`src/sv/lrdc_pkg.sv`:
```
// Shared types and constants for the L/R decimal command parser.
// No dependencies; imported by every module of the block.
package lrdc_pkg;

   // Command characters.
   localparam logic [7:0] CHAR_L  = 8'h4C;
   localparam logic [7:0] CHAR_R  = 8'h52;
   localparam logic [7:0] CHAR_CR = 8'h0D;

   // Parser modes.
   localparam logic [1:0] MODE_IDLE  = 2'd0;
   localparam logic [1:0] MODE_LEFT  = 2'd1;
   localparam logic [1:0] MODE_RIGHT = 2'd2;
   localparam logic [1:0] MODE_ERROR = 2'd3;

   // Conversion phases within one field.
   localparam logic [1:0] PH_SPACE = 2'd0;
   localparam logic [1:0] PH_SIGN  = 2'd1;
   localparam logic [1:0] PH_DIGIT = 2'd2;
   localparam logic [1:0] PH_DONE  = 2'd3;

   typedef struct packed {
      logic [1:0]  phase;
      logic        negative;
      logic [15:0] acc;
   } lrdc_field_type;

   typedef struct packed {
      logic               emit;
      logic signed [15:0] left_speed;
      logic signed [15:0] right_speed;
   } lrdc_result_type;

endpackage

```
`src/sv/lrdc_char_step.sv`:
```
// Conversion of one field character: whitespace skip, sign, decimal digits.
// Depends on lrdc_pkg for the phase codes and the field state type.
module lrdc_char_step (
   input  lrdc_pkg::lrdc_field_type field_cur,
   input  logic [7:0]               rx_byte,
   output lrdc_pkg::lrdc_field_type field_next
);
   import lrdc_pkg::*;

   logic        is_digit;
   logic        is_space;
   logic [15:0] digit_val;
   logic [15:0] acc_times_ten;

   assign is_digit  = rx_byte inside {[8'h30:8'h39]};
   assign is_space  = rx_byte inside {8'h20, [8'h09:8'h0C]};
   // ASCII digits sit at 0x30..0x39, so the low nibble is the value.
   assign digit_val = {12'd0, rx_byte[3:0]};
   assign acc_times_ten = {field_cur.acc[12:0], 3'b000} + {field_cur.acc[14:0], 1'b0};

   always_comb begin
      field_next = field_cur;
      case (field_cur.phase)
         PH_SPACE: begin
            if (is_space) begin
               field_next.phase = PH_SPACE;
            end else if (rx_byte == 8'h2B || rx_byte == 8'h2D) begin
               field_next.negative = (rx_byte == 8'h2D);
               field_next.phase    = PH_SIGN;
            end else if (is_digit) begin
               field_next.acc   = digit_val;
               field_next.phase = PH_DIGIT;
            end else begin
               field_next.phase = PH_DONE;
            end
         end
         PH_SIGN, PH_DIGIT: begin
            if (is_digit) begin
               field_next.acc   = acc_times_ten + digit_val;
               field_next.phase = PH_DIGIT;
            end else begin
               field_next.phase = PH_DONE;
            end
         end
         default: begin
            field_next = field_cur;
         end
      endcase
   end

endmodule

```
`src/sv/lrdc_parse_core.sv`:
```
// Command state of the parser: mode, character count, field and left value.
// Depends on lrdc_pkg and lrdc_char_step.
module lrdc_parse_core #(
   parameter int LINE_BUFFER_SIZE = 10
) (
   input  logic                      clock,
   input  logic                      reset,
   input  logic                      step,
   input  logic [7:0]                rx_byte,
   output lrdc_pkg::lrdc_result_type result
);
   import lrdc_pkg::*;

   localparam int CountWidth = $clog2(LINE_BUFFER_SIZE + 1);

   logic [1:0]            mode_ff, mode_in;
   logic [CountWidth-1:0] count_ff, count_in;
   lrdc_field_type        field_ff, field_in;
   logic [15:0]           left_ff, left_in;
   lrdc_field_type        field_step;
   logic [CountWidth-1:0] count_inc;
   logic [15:0]           field_value;
   logic                  capturing;

   lrdc_char_step u_char_step (
      .field_cur  (field_ff),
      .rx_byte    (rx_byte),
      .field_next (field_step)
   );

   assign count_inc   = count_ff + CountWidth'(1);
   assign field_value = field_ff.negative ? (16'd0 - field_ff.acc) : field_ff.acc;
   assign capturing   = (mode_ff == MODE_LEFT) || (mode_ff == MODE_RIGHT);

   always_comb begin
      mode_in  = mode_ff;
      count_in = count_ff;
      field_in = field_ff;
      left_in  = left_ff;
      result.emit        = 1'b0;
      result.left_speed  = left_ff;
      result.right_speed = field_value;
      if (step) begin
         if (rx_byte == CHAR_L || rx_byte == CHAR_R) begin
            // Either command letter restarts capture from a clean field.
            mode_in  = (rx_byte == CHAR_L) ? MODE_LEFT : MODE_RIGHT;
            count_in = '0;
            field_in = '{phase: PH_SPACE, negative: 1'b0, acc: 16'd0};
         end else if (capturing) begin
            if (rx_byte != CHAR_CR) begin
               field_in = field_step;
               count_in = count_inc;
               if (count_inc >= CountWidth'(LINE_BUFFER_SIZE)) begin
                  mode_in = MODE_ERROR;
               end
            end else if (mode_ff == MODE_LEFT) begin
               left_in = field_value;
               mode_in = MODE_IDLE;
            end else begin
               result.emit = 1'b1;
               mode_in     = MODE_IDLE;
            end
         end
      end
   end

   always_ff @(posedge clock) begin
      if (reset) begin
         mode_ff  <= MODE_IDLE;
         count_ff <= '0;
         field_ff <= '{phase: PH_SPACE, negative: 1'b0, acc: 16'd0};
         left_ff  <= 16'd0;
      end else begin
         mode_ff  <= mode_in;
         count_ff <= count_in;
         field_ff <= field_in;
         left_ff  <= left_in;
      end
   end

endmodule

```
`src/sv/lr_decimal_command_parser.sv`:
```
// Channel   Direction  Payload                                   Handshake
// req_      in         rx_byte (8 bits, ASCII)                   req_valid / req_stall
// rsp_      out        left_speed, right_speed (16 bits, signed) rsp_valid / rsp_stall
//
// Each received byte is captured in the input register; the parser state and the result
// register update when that byte is stepped, so a result is presented from the result register
// after the byte's transfer. One byte is taken every cycle while the result side keeps up.
// req_stall rises only while a held result is stalled and the input register is full.
// Synchronous reset returns to idle with a stored left value of zero.
// Depends on lrdc_pkg and lrdc_parse_core.
module lr_decimal_command_parser #(
   parameter int LINE_BUFFER_SIZE = 10
) (
   input  logic               clock,
   input  logic               reset,
   input  logic               req_valid,
   output logic               req_stall,
   input  logic [7:0]         req_rx_byte,
   output logic               rsp_valid,
   input  logic               rsp_stall,
   output logic signed [15:0] rsp_left_speed,
   output logic signed [15:0] rsp_right_speed
);
   import lrdc_pkg::*;

   logic               in_valid_ff;
   logic [7:0]         in_byte_ff;
   logic               out_valid_ff, out_valid_in;
   logic signed [15:0] out_left_ff;
   logic signed [15:0] out_right_ff;
   logic               advance;
   logic               step;
   lrdc_result_type    result;

   // The parse stage moves whenever the result register is free or being drained.
   assign advance   = !(out_valid_ff && rsp_stall);
   assign step      = advance && in_valid_ff;
   assign req_stall = in_valid_ff && !advance;

   lrdc_parse_core #(
      .LINE_BUFFER_SIZE (LINE_BUFFER_SIZE)
   ) u_parse_core (
      .clock   (clock),
      .reset   (reset),
      .step    (step),
      .rx_byte (in_byte_ff),
      .result  (result)
   );

   assign out_valid_in = advance ? (step && result.emit) : out_valid_ff;

   always_ff @(posedge clock) begin
      if (reset) begin
         in_valid_ff  <= 1'b0;
         out_valid_ff <= 1'b0;
      end else begin
         if (!req_stall) begin
            in_valid_ff <= req_valid;
         end
         out_valid_ff <= out_valid_in;
      end
   end

   always_ff @(posedge clock) begin
      if (!req_stall && req_valid) begin
         in_byte_ff <= req_rx_byte;
      end
      if (step && result.emit) begin
         out_left_ff  <= result.left_speed;
         out_right_ff <= result.right_speed;
      end
   end

   assign rsp_valid       = out_valid_ff;
   assign rsp_left_speed  = out_left_ff;
   assign rsp_right_speed = out_right_ff;

   // A result produced by the parse stage must be presented on the next cycle.
   assert property (@(posedge clock) disable iff (reset)
      step && result.emit |=> rsp_valid)
      else $error("result lost between parse stage and output register");

   // The input side may only be held back by a stalled, pending result.
   assert property (@(posedge clock) disable iff (reset)
      req_stall |-> rsp_valid && rsp_stall)
      else $error("input stalled without a blocked result");

   // A command letter never completes a field, so no result follows it.
   assert property (@(posedge clock) disable iff (reset)
      step && (in_byte_ff == CHAR_L || in_byte_ff == CHAR_R) |=> !rsp_valid)
      else $error("result produced by a command letter");

endmodule
```
`config.mk`:
```
export PLATFORM = sky130hd
export DESIGN_NAME = lr_decimal_command_parser
export DESIGN_NICKNAME = d
export VERILOG_FILES = /design/src/sv/lrdc_pkg.sv /design/src/sv/lrdc_char_step.sv /design/src/sv/lrdc_parse_core.sv /design/src/sv/lr_decimal_command_parser.sv
export SDC_FILE = /design/constraint.sdc
export NUM_CORES = 1
export LEC_CHECK = 0
export BUFFER_PORTS_ARGS = -buffer_cell sky130_fd_sc_hd__buf_2
export CORE_UTILIZATION = 25
export CTS_CLUSTER_SIZE = 28
export DETAILED_ROUTE_END_ITERATION = 6
export PLACE_DENSITY = 0.41
export SYNTH_ARGS = -nofsm -noshare
export SYNTH_HDL_FRONTEND = slang
export SYNTH_HIERARCHICAL = 1
export SYNTH_SLANG_ARGS = --single-unit
```
`constraint.sdc`:
```
create_clock -name clock -period 3 [get_ports clock]
set_input_delay 0.45 -clock clock [delete_from_list [all_inputs] [get_ports clock]]
set_output_delay 0.45 -clock clock [all_outputs]
set_load 0.01 [all_outputs]
```
==> results.sh <==
export IMPL_grt_pass1_wl_um=16600
export IMPL_synthArstFlopShare=0
export IMPL_vias=3359
export IMPL_post_dp_hpwl_um=7270
export IMPL_clockRootBuffer="clkbuf_16"
export IMPL_areaGrowthSynthToFinish_pct=22.1
export IMPL_critPathBufInv=2
export IMPL_setup_worst_path_end="u_parse_core/field_ff[12]"
export IMPL_cpLargestDelayFamily="compound AO/OA/AOI/OAI gates"
export IMPL_crit_path_start_kind="register"
export IMPL_die_height_um=135
export IMPL_core_area_um2=17400
export IMPL_power_frac_clock=0.473
export IMPL_synth_cell_types=68
export IMPL_crit_required_ns=3.23
export IMPL_p_per_area_nw_per_um2=444
export IMPL_ys_seq_area_frac=0.463
export IMPL_cts_sinks=83
export IMPL_synth_main_ff_cell="dfxtp_1"
export IMPL_clk_pin_slew_ns=0.07
export IMPL_track_usage=0.116
export IMPL_p_int_mw=1.87
export IMPL_tritoncts="done"
export IMPL_finalClockSkew_ns=0.00673
export IMPL_synth_top_cell_area_share=0.270
export IMPL_r2r_cells=12
export IMPL_clk_path_buf_depth=2
export IMPL_seq_area_um2=2060
export IMPL_hold_depth=1
export IMPL_ir_drop_v=0.000202
export IMPL_pwr_share_seq=0.498
export IMPL_nNetsFinal=545
export IMPL_grt_max_degree=33
export IMPL_die_area_um2=18300
export IMPL_ant_nets=0
export IMPL_firstDrtPassIters=4
export IMPL_slew_violations=0
export IMPL_cts_hold_buf=0
export IMPL_yosysMostFrequentCell="nor2_1"
export IMPL_grt_pass1_vias=3197
export IMPL_slew_headroom=0.560
export IMPL_post_route_period_util=0.953
export IMPL_setup_viol=0
export IMPL_grt_overflow=0
export IMPL_post_place_ws_ns=0.0427
export IMPL_multiInputGateArea_um2=2250
export IMPL_htreeDepth=3
export IMPL_worstReg2RegStart="in_byte_ff[3]"
export IMPL_nFillCells=1780
export IMPL_syn_nets=477
export IMPL_critPathLaunch="in_byte_ff[3]"
export IMPL_drt_iter0_drc=215
export IMPL_wire_per_inst_um=13.7
export IMPL_path_cells="inv_2, fa_1, inv_1, fa_2, a21o_1, a221oi_4, o21bai_1, a31oi_1, xor2_1, o21ai_0, a22oi_1, nor2_1"
export IMPL_path_depth=12
export IMPL_status="finished, final reports clean"
export IMPL_ff2ff_setup_slack_ns=0.14
export IMPL_cts_buffers=9
export IMPL_drv_cap=0
export IMPL_swShare=0.223
export IMPL_via_per_inst=4.61
export IMPL_hold_path_class="in -> reg"
export IMPL_start_util=0.257
export IMPL_synth_edf_count=40
export IMPL_finalCriticalPeriod_ns=2.86
export IMPL_num_rows=48
export IMPL_cp_end_kind="register"
export IMPL_final_hold_violation_count=0
export IMPL_clock_latency_ns=0.34
export IMPL_design_area_um2=5440
export IMPL_switchingPower_uw=539
export IMPL_postSynthCellCount=431
export IMPL_diodes=0
export IMPL_path_class="reg -> reg"
export IMPL_setup_slack_ns=0.142
export IMPL_netlist_top_cells_area="edfxtp_1 27%, dfxtp_1 19%, ha_1 9.0%, nor2_1 4.0%, a22oi_1 3.7%"
export IMPL_drive_gt1_frac=0.220
export IMPL_critPathMaxFanout=3
export IMPL_syn_cell_area_um2=4450
export IMPL_die_w_um=135
export IMPL_ys_seq_elements=83
export IMPL_synth_top_area_cell="edfxtp_1"
export IMPL_tightestPinTransition_ns=0.657
export IMPL_fmax_mhz=350
export IMPL_antenna_found_initial=0
export IMPL_port_buffers=45
export IMPL_combPwrFrac=0.030
export IMPL_drc=0
export IMPL_placed_cell_area_um2=5090
export IMPL_yosysWarnings=6
export IMPL_ios=46
export IMPL_gp_congestion=0.746
export IMPL_routed_wl_um=9980
export IMPL_worst_path_max_delay_cell="fa_1"
export IMPL_cp_arrival_ns=3.09
export IMPL_p_leak_nw=2.30
export IMPL_synth_top_cells_by_count="47 x nor2_1, 43 x dfxtp_1, 40 x edfxtp_1, 32 x ha_1, 29 x nand2_1"
export IMPL_r2r_end="u_parse_core/field_ff[12]"
export IMPL_critPathMaxStageDelay_ns=0.53
export IMPL_synthesis_area_per_instance_um2=10.3
==> cells by family after synthesis <==
| group | share of synthesized area |
|---|---|
| AND/OR/NAND/NOR | 0.131 |
| AO/OA/AOI/OAI | 0.182 |
| flip-flops | 0.463 |
| buffers and inverters | 0.0391 |
| adder cells (fa/ha/maj) | 0.0989 |
| XOR/XNOR | 0.0607 |
| multiplexers | 0.0250 |
==> area by class of cell <==
cell class	count	share of cell area
multi-input combinational	304	0.413
clock inverter	7	0.0150
sequential	83	0.379
timing repair buffer	73	0.0801
clock buffer	9	0.0414
inverter	28	0.0193
tap	225	0.0518
==> registers in the layout, indices dropped and copies added (netlist names) <==
| register | flops |
|---|---|
| u_parse_core/mode_ff | 2 |
| u_parse_core/count_ff | 4 |
| rsp_right_speed | 16 |
| in_valid_ff | 1 |
| rsp_valid | 1 |
| u_parse_core/left_ff | 16 |
| in_byte_ff | 8 |
| u_parse_core/field_ff | 19 |
| rsp_left_speed | 16 |
==> cells in the final DEF, fill, tap and decap left out, types with 6 or more instances in the layout <==
master     synthesis  routed
nor2_1            47      47
buf_2              4      45
dfxtp_1           43      43
edfxtp_1          40      40
ha_1              32      32
nand2_1           29      29
buf_4              1      28
inv_1             28      27
o21ai_0           25      24
a22oi_1           22      22
xnor2_1           17      17
a21oi_1           13      12
xor2_1            12      12
mux2i_1           10      10
clkbuf_16          0       9
a211oi_1           8       8
nor3_1             7       7
nand3_1            6       6
a21o_1             6       6
==> power by group through the flow <==
stage          clock network (mW)  logic [mW]  registers, mW
2_1_floorplan                   0      0.0377           1.23
3_3_place_gp                    0      0.0695           1.23
3_5_place_dp                    0      0.0702           1.23
4_1_cts                      1.18      0.0704           1.20
5_1_grt                      1.23      0.0801           1.20
6_report                     1.14      0.0712           1.20
==> per-stage QoR <==
stage / setup TNS, ns / power, mW / util / hold WS (ns) / std cells
detailed placement: 0 / 1.30 / 0.293 / 0.416 / 709
global route: -0.0178 / 2.51 / 0.313 / 0.272 / 729
CTS: 0 / 2.45 / 0.311 / 0.265 / 725
global placement: 0 / 1.30 / 0.293 / 0.420 / 709
floorplan: 0 / 1.26 / - / 0.408 / 431
finish: 0 / 2.41 / 0.313 / 0.283 / 729
==> routing by layer <==
| layer | track usage | up-vias | wire, µm |
|---|---|---|---|
| met2 | 0.170 | 61 | 4200 |
| met3 | 0.0210 | 8 | 329 |
| met1 | 0.165 | 1571 | 5310 |
| met4 | 0.0487 | 0 | 142 |
| li1 | - | 1719 | - |
| met5 | 0 | - | 0 |
==> worst min-delay path by stage <==
stage / end / from / slack, ns
3_5_place_dp: rsp_left_speed[7] / u_parse_core/left_ff[7] / 0.42
3_3_place_gp: rsp_left_speed[2] / u_parse_core/left_ff[2] / 0.42
4_1_cts: in_byte_ff[5] / req_rx_byte[5] / 0.27
5_1_grt: in_byte_ff[4] / req_rx_byte[4] / 0.27
6_report: in_byte_ff[5] / req_rx_byte[5] / 0.28
2_1_floorplan: rsp_left_speed[0] / u_parse_core/left_ff[0] / 0.41
==> what timing repair did <==
| item | 4_1_cts | 5_1_grt |
|---|---|---|
| setup endpoints to repair | 0 | 4 |
| resized for setup | 0 | 4 |
| buffers inserted | 0 | 4 |
No activity file was read; power rests on OpenSTA's default activity.
